--- src/design/bds_pkg.sv ---
`timescale 1ns / 1ps
// ----------------------------------------------------------------------------
// bds_pkg: shared types and constants of the 2x2 BGRA box decimator
// Widths of the pixel, pair-sum and line store, and the width clamp.
// ----------------------------------------------------------------------------
package bds_pkg;

	localparam int MAX_WIDTH   = 4096;
	localparam int HALF_DEPTH  = MAX_WIDTH / 2;
	localparam int COL_W       = $clog2(MAX_WIDTH);
	localparam int WID_W       = $clog2(MAX_WIDTH + 1);
	localparam int IDX_W       = $clog2(HALF_DEPTH);
	localparam int CHAN_W      = 8;
	localparam int NUM_CHAN    = 4;
	localparam int SUM_W       = CHAN_W + 1;
	localparam int ENTRY_W     = SUM_W * NUM_CHAN;
	localparam int PIX_W       = CHAN_W * NUM_CHAN;
	localparam int WIDTH_RESET = 1024;
	localparam int WIDTH_MIN   = 2;

	typedef struct packed {
		logic [CHAN_W-1:0] alpha;
		logic [CHAN_W-1:0] red;
		logic [CHAN_W-1:0] green;
		logic [CHAN_W-1:0] blue;
	} pixel_t;

	typedef struct packed {
		logic             odd_col;
		logic             odd_row;
		logic             last;
		logic [IDX_W-1:0] idx;
	} pos_t;

	function automatic logic [WID_W-1:0] clamp_width(input logic [WID_W-1:0] v);
		logic [WID_W-1:0] w;
		w = v;
		if (w < WID_W'(WIDTH_MIN)) begin
			w = WID_W'(WIDTH_MIN);
		end else if (w > WID_W'(MAX_WIDTH)) begin
			w = WID_W'(MAX_WIDTH);
		end
		return {w[WID_W-1:1], 1'b0};
	endfunction

endpackage

--- src/design/bds_pos.sv ---
`timescale 1ns / 1ps
// ----------------------------------------------------------------------------
// bds_pos: column and row-parity tracking
// Resolves the position of the incoming item and advances it on accept.
// ----------------------------------------------------------------------------
module bds_pos import bds_pkg::*; (
	input  logic             clk,
	input  logic             arst_n,
	input  logic             accept,
	input  logic             start_of_frame,
	input  logic [WID_W-1:0] width,
	output pos_t             pos
);

	logic [COL_W-1:0] col_q;
	logic             odd_q;
	logic [COL_W-1:0] col_a;
	logic             odd_a;
	logic [COL_W-1:0] col_c;
	logic             odd_c;
	logic [WID_W-1:0] col_inc;
	logic [COL_W-1:0] col_next;
	logic             odd_next;

	always_comb begin
		col_a = start_of_frame ? '0 : col_q;
		odd_a = start_of_frame ? 1'b0 : odd_q;
		if ({1'b0, col_a} >= width) begin
			col_c = '0;
			odd_c = ~odd_a;
		end else begin
			col_c = col_a;
			odd_c = odd_a;
		end
		col_inc = {1'b0, col_c} + WID_W'(1);
		if (col_inc >= width) begin
			col_next = '0;
			odd_next = ~odd_c;
		end else begin
			col_next = col_inc[COL_W-1:0];
			odd_next = odd_c;
		end
		pos.odd_col = col_c[0];
		pos.odd_row = odd_c;
		pos.last    = (col_inc == width);
		pos.idx     = col_c[COL_W-1:1];
	end

	always_ff @(posedge clk or negedge arst_n) begin
		if (!arst_n) begin
			col_q <= '0;
			odd_q <= 1'b0;
		end else if (accept) begin
			col_q <= col_next;
			odd_q <= odd_next;
		end
	end

endmodule

--- config.mk ---
export PLATFORM = sky130hd
export DESIGN_NAME = bds_pos
export DESIGN_NICKNAME = d
export VERILOG_FILES = /design/src/design/bds_pkg.sv /design/src/design/bds_pos.sv
export SDC_FILE = /design/constraint.sdc
export NUM_CORES = 1
export LEC_CHECK = 0
export BUFFER_PORTS_ARGS = -buffer_cell sky130_fd_sc_hd__buf_4
export CELL_PAD_IN_SITES_DETAIL_PLACEMENT = 0
export CELL_PAD_IN_SITES_GLOBAL_PLACEMENT = 1
export CORE_UTILIZATION = 42
export DETAILED_ROUTE_END_ITERATION = 10
export GPL_TIMING_DRIVEN = 0
export PLACE_DENSITY = 0.88
export SLEW_MARGIN = 20
export SYNTH_ARGS = -nofsm -noshare
export SYNTH_HDL_FRONTEND = slang
export SYNTH_SLANG_ARGS = --single-unit
--- constraint.sdc ---
create_clock -name clk -period 4.76 [get_ports clk]
set_input_delay 0.714 -clock clk [delete_from_list [all_inputs] [get_ports clk]]
set_output_delay 0.714 -clock clk [all_outputs]
set_load 0.01 [all_outputs]
# --- Word-level counts from Yosys, hierarchy flattened ---
# Index checks and enable logic that the tools add are counted.
totals:
  regBits: 13
  input_bits: 17
  output_inout_bits: 14
  word_cells: 14
classes:
  addsub: 1
  n_lt_le_gt_ge: 2
  eq_ne: 1
  muxes: 6
  n_bitwise: 2
op_table:
  columns: ["cell", "n"]
  rows:
  - ["$mux W12", 3]
  - ["$add A12 B1 Y13 const B", 1]
  - ["$eq A13 B13 Y1", 1]
  - ["$ge A12 B13 Y1", 1]
  - ["$ge A13 B13 Y1", 1]
  - ["$mux W1", 3]
  - ["$not A1 Y1", 2]

# --- Depth between registers and ports, before layout ---
# Gate-level depths: netlist of the first run.
logic_depth:
  depth_word: 6
  ltp_mapped: 20
  mapped_depth_nobuf: 17

# --- Least setup slack after synthesis of the first run ---
# No wires, ideal clock.
synth_path:
  kind: "input port to flip-flop"
  startpoint: "in start_of_frame"
  endpoint: "reg col_q[11]"
  setup_time_ns: 0.124
  t_arrival_ns: 4.192
  required_time_ns: 4.636
  path_slack_ns: 0.444
  path_stages: 18
  n_path_buf: 3
  cell_sequence: "buf_6 -> clkbuf_1 -> nor2_1 -> ha_1 -> a211oi_2 -> o21ai_1 -> a221oi_2 -> o22ai_2 -> nor3_1 -> ha_1 -> nand4_1 -> nor4_4 -> a211oi_2 -> o31a_4 -> and2_4 -> buf_6 -> and3_1 -> a211o_1"
synth_rtl:
  columns: ["item", "line_no", "text"]
  rows:
  - ["start: declaration", "bds_pos.sv:10", "input logic start_of_frame,"]
  - ["end signal: assignment", "bds_pos.sv:54", "col_q <= col_next;"]
  - ["end: declaration", "bds_pos.sv:15", "logic [COL_W-1:0] col_q;"]

==> impl_metrics.yaml, run 1 <==
run_status:
  status: "finished clean"
setup_path:
  r2r-end: "col_q[11]"
  crit_path_start: "start_of_frame"
  worstRegToRegCells: 18
  worstPathArrival_ps: 3700
  timing.rr.start: "col_q[6]"
  reg2reg_slack_ps: 640
  path_class: "in -> out"
  end_kind: "primary output"
  worstPathMaxFanout: 10
  cp-start-kind: "input pin"
  required_ps: 4050
clock_tree:
  path_clk_slew_ps: 60
  clk_latency_ps: 240
  htreeDepth: 1
  cts_tree: "done"
  numCtsBuffers: 3
  clock_sinks: 13
  cts_root_buf: "clkbuf_8"
  post_cts_buffers: 0
  clk_path_buf_depth: 2
synthesis:
  synthTopCellsByCount: "inv_1 (26), ha_1 (25), nor2_1 (19), nor3_1 (19), dfrtp_1 (13)"
  synth_top_cell_by_area: "dfrtp_1"
  async_flop_share_pct: 100
  avgSynthCellArea_um2: 8.26
  yosysUniqueCellTypes: 55
  ys_seq_area_share_pct: 18.5
  synthTopCellsByArea: "dfrtp_1 (18%), ha_1 (18%), inv_1 (5.5%), nor3_1 (5.4%), xnor2_1 (4.5%)"
  netlist.area_leader.share_pct: 18.5
  synthesis.area_um2: 1760
  synth_flop_cell: "dfrtp_1"
  yosysWarnings: 0
  syn_inst: 213
  syn_nets: 255
  synth.ff_latch_count: 13
  synth.most_common_cell: "inv_1"
  synth_edf_count: 0
cells_and_area:
  final-seq-area_um2: 325
  area_growth_pct: 18.8
  fin_nets: 289
  multi_input_area_um2: 1290
  drive_above_1_share_pct: 24.4
  antennaDiodeCount: 0
  nFillCells: 401
sta:
  tns_ps: 0
  final_hold_viol_count: 0
  max_clock_freq_ghz: 0.226
  finalCritPeriodShare_pct: 92.8
  worst_pin_slew_ps: 494
  fin_worst_skew_ps: 2.23
  min_period_ps: 4420
  rsz0062_at_grt: "no"
  max-slew-margin-rel_pct: 66.8
  finalMaxSlewViolations: 0
  setup_viol: 0
floorplan:
  start_util_pct: 44.0
  dieWidth_um: 66.7
  ioPinCount: 31
  core-area_um2: 4000
  die_h_um: 66.7
  rows: 23
  die_area_um2: 4450
global_route:
  grt_pass1_wl_mm: 7.13
  grt_usage_pct: 21.1
  grt_pass1_vias: 1501
  grt_max_degree: 14
  grtUsageMet1_pct: 29.9
  grt_util_met3_pct: 1.20
  antenna_found_initial: 0
  top_usage_layer: "met2"
  gr-total-overflow: 0
  use_met2_pct: 35.1
detailed_routing:
  vias: 1586
  drc: 0
  via_per_inst: 5.36
  finalWirelength_mm: 4.19
  wire_per_inst_um: 14.1
  first_iter_violations: 46
  ant_nets: 0
  drtPass1Iterations: 4
power_and_ir_drop:
  p_leak_nw: 1.09
  ir_drop_mv: 0.191
  power_density_nw_per_um2: 165
  fin_total_pwr_mw: 0.345
place:
  place.gp.congestion: 0.781
  portBuffers: 29
  dpl.hpwl_mm: 3.55
run:
  cap_viol_max_count: 0
worst_hold_path:
  hold_class: "in -> async"
[state kept, by name (all words and copies together) (netlist names)]
register and count:
col_q 12, odd_q 1
[cell type report]
type                    count  share of cell area [%]
multi-input cells         165                    61.5
repair buffers             29                    10.4
plain buffers               8                    2.51
inverters                  27                    4.85
clock buffers               4                    2.15
well taps                  50                    2.99
flip-flops and latches     13                    15.6
[cells in the final DEF (no fill, tap or decap), types with 5 or more instances in the layout]
cell / instances
o21ai_1: 5
buf_4: 30
nand2_1: 11
xnor2_1: 9
inv_1: 26
nor3_1: 19
nor2_1: 18
dfrtp_1: 13
nand3_1: 6
a21oi_1: 7
o21ai_0: 5
ha_1: 25
[repair_timing]
action,4_1_cts,5_1_grt
gates resized for setup,0,7
hold buffers,0,0
endpoints found under the setup margin,0,13
[critical path: stages]
cell and delay (ps):
buf_6 110, clkbuf_2 220, nor2_1 80, ha_1 300
a211oi_2 220, o21ai_1 100, a221oi_2 370, o22ai_2 240
clkbuf_1 270, nor3_1 280, ha_1 190, nand4_1 130
nor4_4 310, buf_4 170
[worst max-delay path by stage]
stage | to | cells past startpoint
detailed placement | col_q[3] | 17
CTS | pos[11] | 13
finish | pos[11] | 14
floorplan | col_q[11] | 18
global route | col_q[11] | 18
global placement | col_q[2] | 17
[where the power goes]
group,total (mW),switching (mW),internal (mW)
registers,0.128,0.00971,0.118
logic,0.118,0.0659,0.0520
clock network,0.0997,0.0405,0.0592
[routing by layer]
metal | part of all wire, % | routed length [µm]
met5 | 0 | 0
met4 | 0.62 | 26
met3 | 3.2 | 136
met2 | 46 | 1920
met1 | 50 | 2100
[metrics by stage]
stage	area (µm²)	worst slack [ps]	util (%)	std cells	hold slack [ps]
floorplan	1760	444	-	213	418
global placement	2040	-126	51.0	292	532
detailed placement	2040	-113	51.0	292	548
CTS	2080	99.4	52.1	296	310
global route	2090	41.7	52.3	296	311
finish	2090	343	52.3	296	302
[cell families (layout without fill, tap and decap cells)]
kind of cell | Yosys count | after routing | share of synthesized area [%]
AOI/OAI and AO/OA | 42 | 42 | 19.1
and+or+nand+nor | 86 | 86 | 30.2
DFF | 13 | 13 | 18.5
xor gates and xnor gates | 12 | 12 | 5.97
buffers and inverters | 35 | 68 | 8.53
adders and majority gates | 25 | 25 | 17.8
No activity file was read; power rests on OpenSTA's default activity.
==> run 2, diff against run 1 <==
- CTS_BUF_LIST: unset -> sky130_fd_sc_hd__clkbuf_16
- RECOVER_POWER: unset -> 50
==> run 2 against run 1 <==
Effect of this change:
- highest routed layer unchanged
- hold slack better by 190 ps
- die area stayed put
- routed wire length is 0.14% higher
- core utilization is 0.56 points higher
==> impl_metrics.yaml, run 2 (synthesis results as in run 1) <==
run_status:
  status: "finished clean"
global_route:
  grt_usage_pct: 21.4
  grt_max_degree: 14
  grt_pass1_vias: 1502
  grt_pass1_wl_mm: 7.13
  gr-total-overflow: 0
  antenna_found_initial: 0
clock_tree:
  cts_tree: "done"
  post_cts_buffers: 0
  clk_path_buf_depth: 2
  htreeDepth: 1
  clock_sinks: 13
  numCtsBuffers: 3
  path_clk_slew_ps: 50
  clk_latency_ps: 250
  cts_root_buf: "clkbuf_16"
cells_and_area:
  mostFrequentLayoutCells: "inv_1 (27), buf_4 (27), ha_1 (25)"
  area_growth_pct: 20.1
  nFillCells: 401
  reg_top3: "col_q (12), odd_q (1)"
  multi_input_area_um2: 1290
  drive_above_1_share_pct: 23.2
  fin_nets: 289
  final-seq-area_um2: 325
  fin_util_pct: 52.8
  largest-register: "col_q"
  largest_reg_flops: 12
  stdcell_area_um2: 2110
  antennaDiodeCount: 0
sta:
  final_hold_viol_count: 0
  finalMaxSlewViolations: 0
  finalCritPeriodShare_pct: 93.6
  fin_ws_ps: 304
  min_period_ps: 4460
  rsz0062_at_grt: "no"
  setup_viol: 0
  fin_worst_skew_ps: 3.85
  max_clock_freq_ghz: 0.224
  max-slew-margin-rel_pct: 52.4
  worst_pin_slew_ps: 714
  hold_slack_ps: 496
detailed_routing:
  drc: 0
  wire_per_inst_um: 14.2
  met3_length_um: 130
  first_iter_violations: 41
  vias: 1599
  finalWirelength_mm: 4.19
  ant_nets: 0
  drtPass1Iterations: 4
  wl_met2_mm: 1.91
  via_per_inst: 5.40
  maxUsedRoutingLayer: "met4"
  met1_length_mm: 2.11
place:
  portBuffers: 29
  post_dp_cell_area_um2: 2040
  dpl.hpwl_mm: 3.55
  place.gp.congestion: 0.781
  pre_cts_slack_ps: -113
floorplan:
  die_h_um: 66.7
  ioPinCount: 31
  dieWidth_um: 66.7
  die_area_um2: 4450
  core-area_um2: 4000
  start_util_pct: 44.0
  rows: 23
run:
  cap_viol_max_count: 0
power_and_ir_drop:
  seqPwrFrac_pct: 31.7
  pwr-share-clk_pct: 39.4
  p_leak_nw: 1.10
  power_frac_comb_pct: 28.9
  ir_drop_mv: 0.219
  switching_share_pct: 30.7
  power_density_nw_per_um2: 191
  power.switching_mw: 0.124
  internal_power_mw: 0.280
setup_path:
  required_ps: 4890
  cpMaxStageDelayCell: "a221oi_2"
  worstRegToRegCells: 18
  end_kind: "flip-flop"
  critPathMaxStageDelay_ps: 380
  cp_cell_sequence: "buf_6, clkbuf_2, nor2_1, ha_1, a211oi_2, o21ai_0, a221oi_2, o22ai_2, clkbuf_1, nor3_1, ha_1, inv_1, o211ai_1, a21oi_1, o31a_4, and2_4, buf_6, and3_1, a211o_1"
  reg2reg_slack_ps: 620
  worstPathMaxFanout: 10
  worstPathArrival_ps: 4580
  critical_path.top_delay_family: "compound AO/OA/AOI/OAI gates"
  crit_path_start: "start_of_frame"
  r2r-end: "col_q[11]"
  path_class: "in -> reg"
  critPathCapture: "col_q[11]"
  timing.rr.start: "col_q[4]"
  crit_buf_inv: 5
  cp.depth: 19
  cp-start-kind: "input pin"
worst_hold_path:
  hold_class: "in -> async"
==> run 2: cell count changes in the layout (fill, tap and decap cells not counted) <==
cell	previous run	this run
buf_4	30	27
clkbuf_1	3	5
clkbuf_16	0	3
clkbuf_8	3	0
inv_1	26	27
o21ai_0	5	6
o21ai_1	5	4
==> run 2: timing repair <==
item                                    in CTS  in global routing
hold endpoints to repair                     0                  0
gates resized for setup                      0                  7
endpoints found under the setup margin       0                 13
hold buffers                                 0                  0
==> run 2: power by group through the flow <==
stage	logic [mW]	registers (mW)	clock network (mW)
3_5_place_dp	0.117	0.129	0
5_1_grt	0.131	0.129	0.168
4_1_cts	0.118	0.128	0.161
2_1_floorplan	0.0800	0.128	0
3_3_place_gp	0.115	0.129	0
6_report	0.117	0.128	0.159
==> run 2: worst reg2reg max path: cells and delay by family, from the launching register on <==
family          cells  cell delay, ps
fa+ha+maj           2             510
simple gates        4             710
flops               1             380
buf+inv             4             570
compound gates      8            1850
==> run 2: worst min path at each step <==
stage	end	cells after the start
floorplan	col_q[0]	0
global placement	odd_q	2
detailed placement	col_q[6]	2
CTS	odd_q	1
global route	col_q[3]	1
finish	odd_q	1
==> run 2: through the flow <==
step	cells	setup TNS (ps)	total power [mW]
floorplan	213	0	0.208
global placement	292	-639	0.244
detailed placement	292	-612	0.247
CTS	296	0	0.406
global route	296	0	0.428
finish	296	0	0.404
==> run 2: layout make-up <==
cell class | count | area share (%)
inverters | 27 | 4.80
clock buffers | 3 | 3.55
repair buffers | 29 | 9.77
multi-input cells | 165 | 60.9
well taps | 50 | 2.96
clock inverters | 1 | 0.178
plain buffers | 8 | 2.49
flip-flops and latches | 13 | 15.4
==> run 2: metal layers <==
layer  up-vias  global-route usage [%]
met1       740                    29.8
met2        24                    35.0
met3         4                    1.71
met5         -                       0
li1        831                       -
met4         0                    5.59
